### config.mk
export PLATFORM = sky130hd
export DESIGN_NAME = fifo_key_to_id_cache_unit
export DESIGN_NICKNAME = d
export VERILOG_FILES = /design/src/sv/fkic_pkg.sv /design/src/sv/fifo_key_to_id_cache_unit.sv /design/src/sv/fkic_ram.sv /design/src/sv/fkic_ctrl.sv /design/src/sv/fkic_dp.sv
export SDC_FILE = /design/constraint.sdc
export NUM_CORES = 2
export LEC_CHECK = 0
export BUFFER_PORTS_ARGS = -buffer_cell sky130_fd_sc_hd__buf_4
export CAP_MARGIN = 20
export CORE_MARGIN = 2
export CORE_UTILIZATION = 45
export CTS_BUF_LIST = sky130_fd_sc_hd__clkbuf_4 sky130_fd_sc_hd__clkbuf_8
export DETAILED_ROUTE_END_ITERATION = 8
export SYNTH_ARGS = -nofsm -noshare
export SYNTH_HDL_FRONTEND = slang
export SYNTH_SLANG_ARGS = --single-unit
### constraint.sdc
create_clock -name clock -period 15.39 [get_ports clock]
set_input_delay 0 -clock clock [delete_from_list [all_inputs] [get_ports clock]]
set_output_delay 0 -clock clock [all_outputs]
set_load 0.005 [all_outputs]
### src/sv/fkic_pkg.sv
package fkic_pkg;

   localparam int DEPTH_DEFAULT    = 16;
   localparam int KEY_BITS_DEFAULT = 64;

   localparam int FIELD_W     = 64;
   localparam int CAP_W       = 5;
   localparam int COUNT_OUT_W = 5;
   localparam int TOTAL_W     = 32;

   localparam logic [CAP_W-1:0]   CAPACITY_RESET = 5'd16;
   localparam logic [FIELD_W-1:0] SERIAL_RESET   = 64'd1;

   typedef enum logic [1:0] {
      OP_ACQUIRE = 2'd0,
      OP_QUERY   = 2'd1,
      OP_CLEAR   = 2'd2,
      OP_NOP     = 2'd3
   } op_type;

   typedef struct packed {
      logic load;
      logic scan;
      logic take_hit;
      logic insert;
      logic clear;
   } ctrl_cmd_type;

   typedef struct packed {
      logic match;
      logic scan_done;
      logic is_acquire;
   } dp_status_type;

endpackage

### src/sv/fifo_key_to_id_cache_unit.sv
// Key-to-id cache with FIFO replacement. A transaction is accepted when start is high
// and busy is low; busy then stays high until its result has been presented, so one
// transaction is in flight at a time. The result appears for exactly one cycle with
// rsp_valid high and cannot be stalled: sample it in that cycle. Lookups walk the held
// entries oldest first, one entry per clock through the key and id memories (one read
// port each). An acquire or query loads the request and scans until the first match or
// until every held entry has been read; an acquire that misses then writes the new entry
// in the insert state before the response state. A clear or no-op goes from idle
// straight to the response state. busy falls as the result is taken, so the next
// transaction can be accepted at the following edge. Capacity may be written at any time
// the block is idle; it takes effect from the next transaction.
module fifo_key_to_id_cache_unit #(
   parameter int DEPTH    = fkic_pkg::DEPTH_DEFAULT,
   parameter int KEY_BITS = fkic_pkg::KEY_BITS_DEFAULT
) (
   input  logic                                clock,
   input  logic                                reset,
   input  logic                                start,
   output logic                                busy,
   input  logic [1:0]                          req_op,
   input  logic [fkic_pkg::FIELD_W-1:0]        req_key,
   input  logic [fkic_pkg::FIELD_W-1:0]        req_id,
   input  logic                                csr_wr_en,
   input  logic [fkic_pkg::CAP_W-1:0]          csr_wr_data,
   output logic                                rsp_valid,
   output logic                                rsp_hit,
   output logic                                rsp_created,
   output logic [fkic_pkg::FIELD_W-1:0]        rsp_id_out,
   output logic [fkic_pkg::FIELD_W-1:0]        rsp_key_out,
   output logic [fkic_pkg::COUNT_OUT_W-1:0]    rsp_entry_count,
   output logic [fkic_pkg::TOTAL_W-1:0]        rsp_created_total,
   output logic [fkic_pkg::TOTAL_W-1:0]        rsp_reused_total,
   output logic [fkic_pkg::TOTAL_W-1:0]        rsp_evicted_total
);

   fkic_pkg::ctrl_cmd_type  cmd;
   fkic_pkg::dp_status_type status;
   fkic_pkg::op_type        op;

   assign op = fkic_pkg::op_type'(req_op);

   fkic_ctrl u_ctrl (
      .clock     (clock),
      .reset     (reset),
      .start     (start),
      .req_op    (op),
      .status    (status),
      .cmd       (cmd),
      .busy      (busy),
      .rsp_valid (rsp_valid)
   );

   fkic_dp #(.DEPTH(DEPTH), .KEY_BITS(KEY_BITS)) u_dp (
      .clock             (clock),
      .reset             (reset),
      .cmd               (cmd),
      .status            (status),
      .req_op            (op),
      .req_key           (req_key),
      .req_id            (req_id),
      .csr_wr_en         (csr_wr_en),
      .csr_wr_data       (csr_wr_data),
      .rsp_hit           (rsp_hit),
      .rsp_created       (rsp_created),
      .rsp_id_out        (rsp_id_out),
      .rsp_key_out       (rsp_key_out),
      .rsp_entry_count   (rsp_entry_count),
      .rsp_created_total (rsp_created_total),
      .rsp_reused_total  (rsp_reused_total),
      .rsp_evicted_total (rsp_evicted_total)
   );

endmodule

### src/sv/fkic_ram.sv
module fkic_ram #(
   parameter int WIDTH = fkic_pkg::FIELD_W,
   parameter int DEPTH = fkic_pkg::DEPTH_DEFAULT
) (
   input  logic                                 clock,
   input  logic                                 wr_en,
   input  logic [(DEPTH > 1 ? $clog2(DEPTH) : 1)-1:0] wr_addr,
   input  logic [WIDTH-1:0]                     wr_data,
   input  logic [(DEPTH > 1 ? $clog2(DEPTH) : 1)-1:0] rd_addr,
   output logic [WIDTH-1:0]                     rd_data
);

   logic [WIDTH-1:0] mem_ff [DEPTH];
   logic [WIDTH-1:0] rd_data_ff;

   always_ff @(posedge clock) begin
      if (wr_en) begin
         mem_ff[wr_addr] <= wr_data;
      end
      rd_data_ff <= mem_ff[rd_addr];
   end

   assign rd_data = rd_data_ff;

endmodule

### src/sv/fkic_ctrl.sv
module fkic_ctrl (
   input  logic                   clock,
   input  logic                   reset,
   input  logic                   start,
   input  fkic_pkg::op_type       req_op,
   input  fkic_pkg::dp_status_type status,
   output fkic_pkg::ctrl_cmd_type cmd,
   output logic                   busy,
   output logic                   rsp_valid
);

   typedef enum logic [3:0] {
      ST_IDLE   = 4'b0001,
      ST_SCAN   = 4'b0010,
      ST_INSERT = 4'b0100,
      ST_RESP   = 4'b1000
   } state_type;

   state_type state_ff;
   state_type state_in;

   always_comb begin
      state_in = state_ff;
      cmd      = '0;
      case (state_ff)
         ST_IDLE: begin
            if (start) begin
               cmd.load = 1'b1;
               if (req_op inside {fkic_pkg::OP_ACQUIRE, fkic_pkg::OP_QUERY}) begin
                  state_in = ST_SCAN;
               end else begin
                  cmd.clear = (req_op == fkic_pkg::OP_CLEAR);
                  state_in  = ST_RESP;
               end
            end
         end
         ST_SCAN: begin
            cmd.scan = 1'b1;
            if (status.match) begin
               cmd.take_hit = 1'b1;
               state_in     = ST_RESP;
            end else if (status.scan_done) begin
               state_in = status.is_acquire ? ST_INSERT : ST_RESP;
            end
         end
         ST_INSERT: begin
            cmd.insert = 1'b1;
            state_in   = ST_RESP;
         end
         ST_RESP: begin
            state_in = ST_IDLE;
         end
         default: begin
            state_in = ST_IDLE;
         end
      endcase
   end

   always_ff @(posedge clock) begin
      if (reset) begin
         state_ff <= ST_IDLE;
      end else begin
         state_ff <= state_in;
      end
   end

   assign busy      = (state_ff != ST_IDLE);
   assign rsp_valid = (state_ff == ST_RESP);

endmodule

### src/sv/fkic_dp.sv
module fkic_dp #(
   parameter int DEPTH    = fkic_pkg::DEPTH_DEFAULT,
   parameter int KEY_BITS = fkic_pkg::KEY_BITS_DEFAULT
) (
   input  logic                                clock,
   input  logic                                reset,
   input  fkic_pkg::ctrl_cmd_type              cmd,
   output fkic_pkg::dp_status_type             status,
   input  fkic_pkg::op_type                    req_op,
   input  logic [fkic_pkg::FIELD_W-1:0]        req_key,
   input  logic [fkic_pkg::FIELD_W-1:0]        req_id,
   input  logic                                csr_wr_en,
   input  logic [fkic_pkg::CAP_W-1:0]          csr_wr_data,
   output logic                                rsp_hit,
   output logic                                rsp_created,
   output logic [fkic_pkg::FIELD_W-1:0]        rsp_id_out,
   output logic [fkic_pkg::FIELD_W-1:0]        rsp_key_out,
   output logic [fkic_pkg::COUNT_OUT_W-1:0]    rsp_entry_count,
   output logic [fkic_pkg::TOTAL_W-1:0]        rsp_created_total,
   output logic [fkic_pkg::TOTAL_W-1:0]        rsp_reused_total,
   output logic [fkic_pkg::TOTAL_W-1:0]        rsp_evicted_total
);

   localparam int IDX_W = (DEPTH > 1) ? $clog2(DEPTH) : 1;
   localparam int CNT_W = $clog2(DEPTH + 1);
   localparam int EW    = (CNT_W > fkic_pkg::COUNT_OUT_W) ? CNT_W : fkic_pkg::COUNT_OUT_W;
   localparam int SW    = CNT_W + 1;
   localparam int FW    = fkic_pkg::FIELD_W;
   localparam int TW    = fkic_pkg::TOTAL_W;

   fkic_pkg::op_type          op_ff;
   logic [KEY_BITS-1:0]       key_ff;
   logic [FW-1:0]             id_ff;
   logic [IDX_W-1:0]          oldest_ff;
   logic [CNT_W-1:0]          held_ff;
   logic [FW-1:0]             serial_ff;
   logic [TW-1:0]             created_ctr_ff;
   logic [TW-1:0]             reused_ctr_ff;
   logic [TW-1:0]             evicted_ctr_ff;
   logic [fkic_pkg::CAP_W-1:0] capacity_ff;
   logic [CNT_W-1:0]          scan_cnt_ff;
   logic [IDX_W-1:0]          scan_addr_ff;
   logic                      rd_pend_ff;
   logic                      hit_ff;
   logic                      created_ff;
   logic [FW-1:0]             id_out_ff;
   logic [FW-1:0]             key_out_ff;

   logic [KEY_BITS-1:0]       key_rd;
   logic [FW-1:0]             id_rd;
   logic                      scan_more;
   logic                      is_acquire;
   logic [EW-1:0]             cap_ext;
   logic [EW-1:0]             eff_cap;
   logic [EW-1:0]             held_ext;
   logic                      evict;
   logic [IDX_W-1:0]          oldest_n;
   logic [CNT_W-1:0]          cnt_e;
   logic [SW-1:0]             slot_sum;
   logic [SW-1:0]             slot_wrap;
   logic [IDX_W-1:0]          wr_slot;

   function automatic logic [IDX_W-1:0] idx_inc(input logic [IDX_W-1:0] a);
      idx_inc = (a == IDX_W'(DEPTH - 1)) ? '0 : a + IDX_W'(1);
   endfunction

   function automatic logic [TW-1:0] sat_inc(input logic [TW-1:0] v);
      sat_inc = (&v) ? v : v + TW'(1);
   endfunction

   fkic_ram #(.WIDTH(KEY_BITS), .DEPTH(DEPTH)) u_key_ram (
      .clock   (clock),
      .wr_en   (cmd.insert),
      .wr_addr (wr_slot),
      .wr_data (key_ff),
      .rd_addr (scan_addr_ff),
      .rd_data (key_rd)
   );

   fkic_ram #(.WIDTH(FW), .DEPTH(DEPTH)) u_id_ram (
      .clock   (clock),
      .wr_en   (cmd.insert),
      .wr_addr (wr_slot),
      .wr_data (serial_ff),
      .rd_addr (scan_addr_ff),
      .rd_data (id_rd)
   );

   assign is_acquire = (op_ff == fkic_pkg::OP_ACQUIRE);
   assign scan_more  = (scan_cnt_ff != held_ff);

   assign status.is_acquire = is_acquire;
   assign status.match      = rd_pend_ff && (is_acquire ? (key_rd == key_ff) : (id_rd == id_ff));
   assign status.scan_done  = !rd_pend_ff && !scan_more;

   // clamp capacity to 1..DEPTH
   always_comb begin
      cap_ext  = EW'(capacity_ff);
      held_ext = EW'(held_ff);
      if (cap_ext == '0) begin
         eff_cap = EW'(1);
      end else if (cap_ext > EW'(DEPTH)) begin
         eff_cap = EW'(DEPTH);
      end else begin
         eff_cap = cap_ext;
      end
   end

   assign evict    = (held_ext >= eff_cap);
   assign oldest_n = evict ? idx_inc(oldest_ff) : oldest_ff;
   assign cnt_e    = evict ? held_ff - CNT_W'(1) : held_ff;
   assign slot_sum = SW'(oldest_n) + SW'(cnt_e);
   assign slot_wrap = (slot_sum >= SW'(DEPTH)) ? slot_sum - SW'(DEPTH) : slot_sum;
   assign wr_slot  = slot_wrap[IDX_W-1:0];

   always_ff @(posedge clock) begin
      if (reset) begin
         oldest_ff      <= '0;
         held_ff        <= '0;
         serial_ff      <= fkic_pkg::SERIAL_RESET;
         created_ctr_ff <= '0;
         reused_ctr_ff  <= '0;
         evicted_ctr_ff <= '0;
         capacity_ff    <= fkic_pkg::CAPACITY_RESET;
         rd_pend_ff     <= 1'b0;
      end else begin
         if (csr_wr_en) begin
            capacity_ff <= csr_wr_data;
         end
         if (cmd.clear) begin
            oldest_ff <= '0;
            held_ff   <= '0;
         end
         rd_pend_ff <= cmd.scan && scan_more;
         if (cmd.take_hit) begin
            if (is_acquire) begin
               reused_ctr_ff <= sat_inc(reused_ctr_ff);
            end
         end
         if (cmd.insert) begin
            if (evict) begin
               evicted_ctr_ff <= sat_inc(evicted_ctr_ff);
            end
            oldest_ff      <= oldest_n;
            held_ff        <= cnt_e + CNT_W'(1);
            serial_ff      <= serial_ff + FW'(1);
            created_ctr_ff <= sat_inc(created_ctr_ff);
         end
      end
   end

   // transaction payload and scan pointer
   always_ff @(posedge clock) begin
      if (cmd.load) begin
         op_ff        <= req_op;
         key_ff       <= req_key[KEY_BITS-1:0];
         id_ff        <= req_id;
         scan_cnt_ff  <= '0;
         scan_addr_ff <= oldest_ff;
         hit_ff       <= 1'b0;
         created_ff   <= 1'b0;
         id_out_ff    <= '0;
         key_out_ff   <= '0;
      end else begin
         if (cmd.scan && scan_more) begin
            scan_cnt_ff  <= scan_cnt_ff + CNT_W'(1);
            scan_addr_ff <= idx_inc(scan_addr_ff);
         end
         if (cmd.take_hit) begin
            hit_ff <= 1'b1;
            if (is_acquire) begin
               id_out_ff <= id_rd;
            end else begin
               key_out_ff <= FW'(key_rd);
            end
         end
         if (cmd.insert) begin
            created_ff <= 1'b1;
            id_out_ff  <= serial_ff;
         end
      end
   end

   assign rsp_hit           = hit_ff;
   assign rsp_created       = created_ff;
   assign rsp_id_out        = id_out_ff;
   assign rsp_key_out       = key_out_ff;
   assign rsp_entry_count   = held_ext[fkic_pkg::COUNT_OUT_W-1:0];
   assign rsp_created_total = created_ctr_ff;
   assign rsp_reused_total  = reused_ctr_ff;
   assign rsp_evicted_total = evicted_ctr_ff;

endmodule

==> impl_metrics.env <==
export IMPL_fin_area_sq_um=117000
export IMPL_ios=372
export IMPL_ys_seq_area_share_pct=75.13
export IMPL_rows=172
export IMPL_use_met2_pct=34.81
export IMPL_ir_drop_v=0.00009378
export IMPL_numPortBuffers=371
export IMPL_ys_warnings_count=0
export IMPL_die_x_um=473.0
export IMPL_track_usage_pct=22.30
export IMPL_postSynthAreaPerCell_sq_um=19.90
export IMPL_period_needed_ps=7390
export IMPL_placed_cell_area_sq_um=105200
export IMPL_critPathMaxFanout=46
export IMPL_path_class="flip-flop to flip-flop"
export IMPL_grt_overflow=0
export IMPL_place_ws_ps=7941
export IMPL_start_util_pct=45.18
export IMPL_synth_area_sq_um=98990
export IMPL_setup_slack_ps=8000
export IMPL_final_common_cell="edfxtp_1"
export IMPL_grt_busiest_layer="met2"
export IMPL_drive_gt1_share_pct=29.49
export IMPL_ant_nets=0
export IMPL_cp_arrival_ps=8060
export IMPL_reg2regPathDepth=15
export IMPL_fin_tns_setup_ps=0
export IMPL_r2r_slack_ps=8000
export IMPL_final_nets=6047
export IMPL_synth_edff_count=2182
export IMPL_cp_end_kind="flip-flop"
export IMPL_hold_viol_final=0
export IMPL_grt_pass1_vias=52368
export IMPL_slew_viol_final=0
export IMPL_layout_common_cells="2182 x edfxtp_1, 627 x mux4_2, 502 x clkbuf_8, 442 x dfxtp_1, 425 x buf_4"
export IMPL_hold_class="primary input to flip-flop"
export IMPL_p_per_area_nw_per_um2=133.7
export IMPL_syn_nets=5129
export IMPL_drc=0
export IMPL_synth_ff_latch_count=2624
export IMPL_cts_tree="built"
export IMPL_antenna_found_initial=8
export IMPL_post_route_period_util_pct=48.02
export IMPL_cts_root_buffer="clkbuf_8"
export IMPL_relSlewSlack_pct=22.63
export IMPL_dieArea_sq_um=223700
export IMPL_first_pass_iters=6
export IMPL_worstHoldStart="req_key[53]"
export IMPL_status="completed"
export IMPL_netlist_area_leader_share_pct=66.19
export IMPL_fin_cells=9123
export IMPL_cts_resized=0
export IMPL_cts_buffers_inserted=434
export IMPL_grt_max_degree=145
export IMPL_viasPerCell=5.672
export IMPL_min_delay_worst_endpoint="u_dp.key_ff[53]"
export IMPL_syn_inst=4974
export IMPL_gp_congestion=0.7896
export IMPL_core_sq_um=219100
export IMPL_htreeDepth=5
export IMPL_synth_top_area_cell="edfxtp_1"
export IMPL_post_drt_wl_per_cell_um=27.54
export IMPL_min_path_cells=3
export IMPL_p_leak_nw=38.51
export IMPL_drv_cap=0
export IMPL_dr_total_vias=51745
export IMPL_worstReg2RegStart="u_dp.rsp_entry_count[0]"
export IMPL_drt_iter0_markers=5098
export IMPL_dp_cells=8039
export IMPL_clock_latency_ps=1110
export IMPL_rsz0062_at_grt="false"
export IMPL_grt_pass1_wl_um=364300
export IMPL_cts_sinks=2624
export IMPL_grt_use_met3_pct=4.224
export IMPL_ys_types=70
export IMPL_cp_start_kind="flip-flop"
export IMPL_cts_path_max_buffers=4
export IMPL_synth_main_ff_cell="edfxtp_1"
export IMPL_chipHeight_um=473.0
export IMPL_fin_skew_ps=96.10
export IMPL_synthArstFlopShare_pct=0
export IMPL_clk_pin_slew_ps=60
export IMPL_dp_hpwl_um=134400
export IMPL_total_power_mw=15.64
export IMPL_cp_required_ps=16060
export IMPL_wl_um=251300
export IMPL_timing_fmax_ghz=0.1353
export IMPL_grtUsageMet1_pct=32.29
export IMPL_r2r_end="u_dp.u_id_ram.mem_ff[10][8]"
export IMPL_ys_top_cells_by_area="edfxtp_1 66%, mux4_2 14%, dfxtp_1 8.9%, mux2i_1 1.4%, xnor2_1 1.3%"
export IMPL_worst_pin_slew_ps=1151
export IMPL_setup_violations=0
export IMPL_area_growth_pct=18.17
through the flow:
stage	util, %	hold WS (ps)
after global placement	48.04	178.1
after global routing	53.39	109.6
after detailed placement	48.04	179.5
after CTS	53.39	34.65
after floorplan	-	98.87
final	53.39	163.2
critical path: stages (launching register included):
cell,delay [ps]
dfxtp_1,600
inv_1,170
ha_1,320
nor2b_1,60
o21a_1,280
o21ai_1,570
a21oi_1,190
or2_2,340
ha_1,390
inv_1,110
a221oi_1,60
a311oi_2,380
xor2_1,800
and3_4,930
buf_4,880
buf_4,870
timing repair:
action                                 4_1_cts  5_1_grt
buffers inserted                             0        0
hold buffers                               287        0
endpoints found under the hold margin      337        0
cells in the mapped netlist, types with 21 or more instances:
master	n
xor2_1	108
nor4_1	51
or3_1	30
nand3_1	57
nor2_1	240
xnor2_1	152
and3_1	21
nand2_1	107
dfxtp_1	442
edfxtp_1	2182
inv_1	48
nor3_1	58
clkbuf_1	163
buf_2	26
mux4_2	627
a21oi_1	116
o21ai_0	94
buf_1	54
nand4_1	56
mux2i_1	140
power breakdown:
part	total (mW)	leakage, nW	switching, mW	internal [mW]
Sequential	8.12	23.6	0.289	7.83
Combinational	1.37	10.2	0.687	0.680
Clock	6.15	4.72	2.72	3.43
Total	15.6	38.5	3.69	11.9
routing by layer:
| metal | wire [um] | vias to the layer above | part of all wire [%] |
|---|---|---|---|
| met5 | 0 | - | 0 |
| met4 | 5514 | 0 | 2.2 |
| met3 | 16060 | 387 | 6.4 |
| met2 | 118700 | 1784 | 47 |
| met1 | 110900 | 27500 | 44 |
| li1 | - | 22074 | - |
cell type report:
class	instances	area, sq um
antenna	5	12.51
clock buffer	670	8170
clock inverter	121	661.9
fill	17207	102100
inverter	48	187.7
multi-input combinational	2053	23550
sequential	2624	74370
tap	2871	3592
timing repair buffer	731	6430
logic make-up after synthesis:
kind of cell             Yosys count  synth area share [%]
flip-flops                      2624                 75.13
AO/OA/AOI/OAI                    292                 1.744
adder cells (fa/ha/maj)           16                0.2022
buffers and inverters            297                 1.188
XOR/XNOR                         260                 2.301
AND/OR/NAND/NOR                  712                 3.680
multiplexers                     773                 15.75
flip-flops by register name, summed over array words and instances (netlist names), 5 cells and up:
name and flops:
u_dp.rsp_id_out 64, u_dp.u_key_ram.rd_data 64, u_dp.serial_ff 64, u_dp.rsp_evicted_total 32
u_dp.rsp_entry_count 5, u_dp.u_id_ram.rd_data 64, u_dp.rsp_reused_total 32, u_dp.u_key_ram.mem_ff 1024
u_dp.cap_ext 5, u_dp.rsp_key_out 64, u_dp.u_id_ram.mem_ff 1024, u_dp.key_ff 64
u_dp.rsp_created_total 32, u_dp.scan_cnt_ff 5, u_dp.id_ff 64
worst max-delay path by stage:
| stage | start | endpoint | slack [ps] |
|---|---|---|---|
| finish | u_dp.rsp_entry_count[0] | u_dp.u_id_ram.mem_ff[10][8] | 8000 |
| global route | u_dp.rsp_entry_count[0] | u_dp.u_id_ram.mem_ff[10][35] | 7480 |
| CTS | u_dp.rsp_entry_count[0] | u_dp.u_id_ram.mem_ff[10][8] | 7900 |
| detailed placement | u_dp.rsp_entry_count[0] | u_dp.u_id_ram.mem_ff[10][27] | 7940 |
| global placement | u_dp.rsp_entry_count[0] | u_dp.u_id_ram.mem_ff[10][27] | 8150 |
| floorplan | u_dp.rsp_entry_count[0] | u_dp.u_id_ram.mem_ff[12][0] | 2810 |
Power figures use the tool's default switching activity.
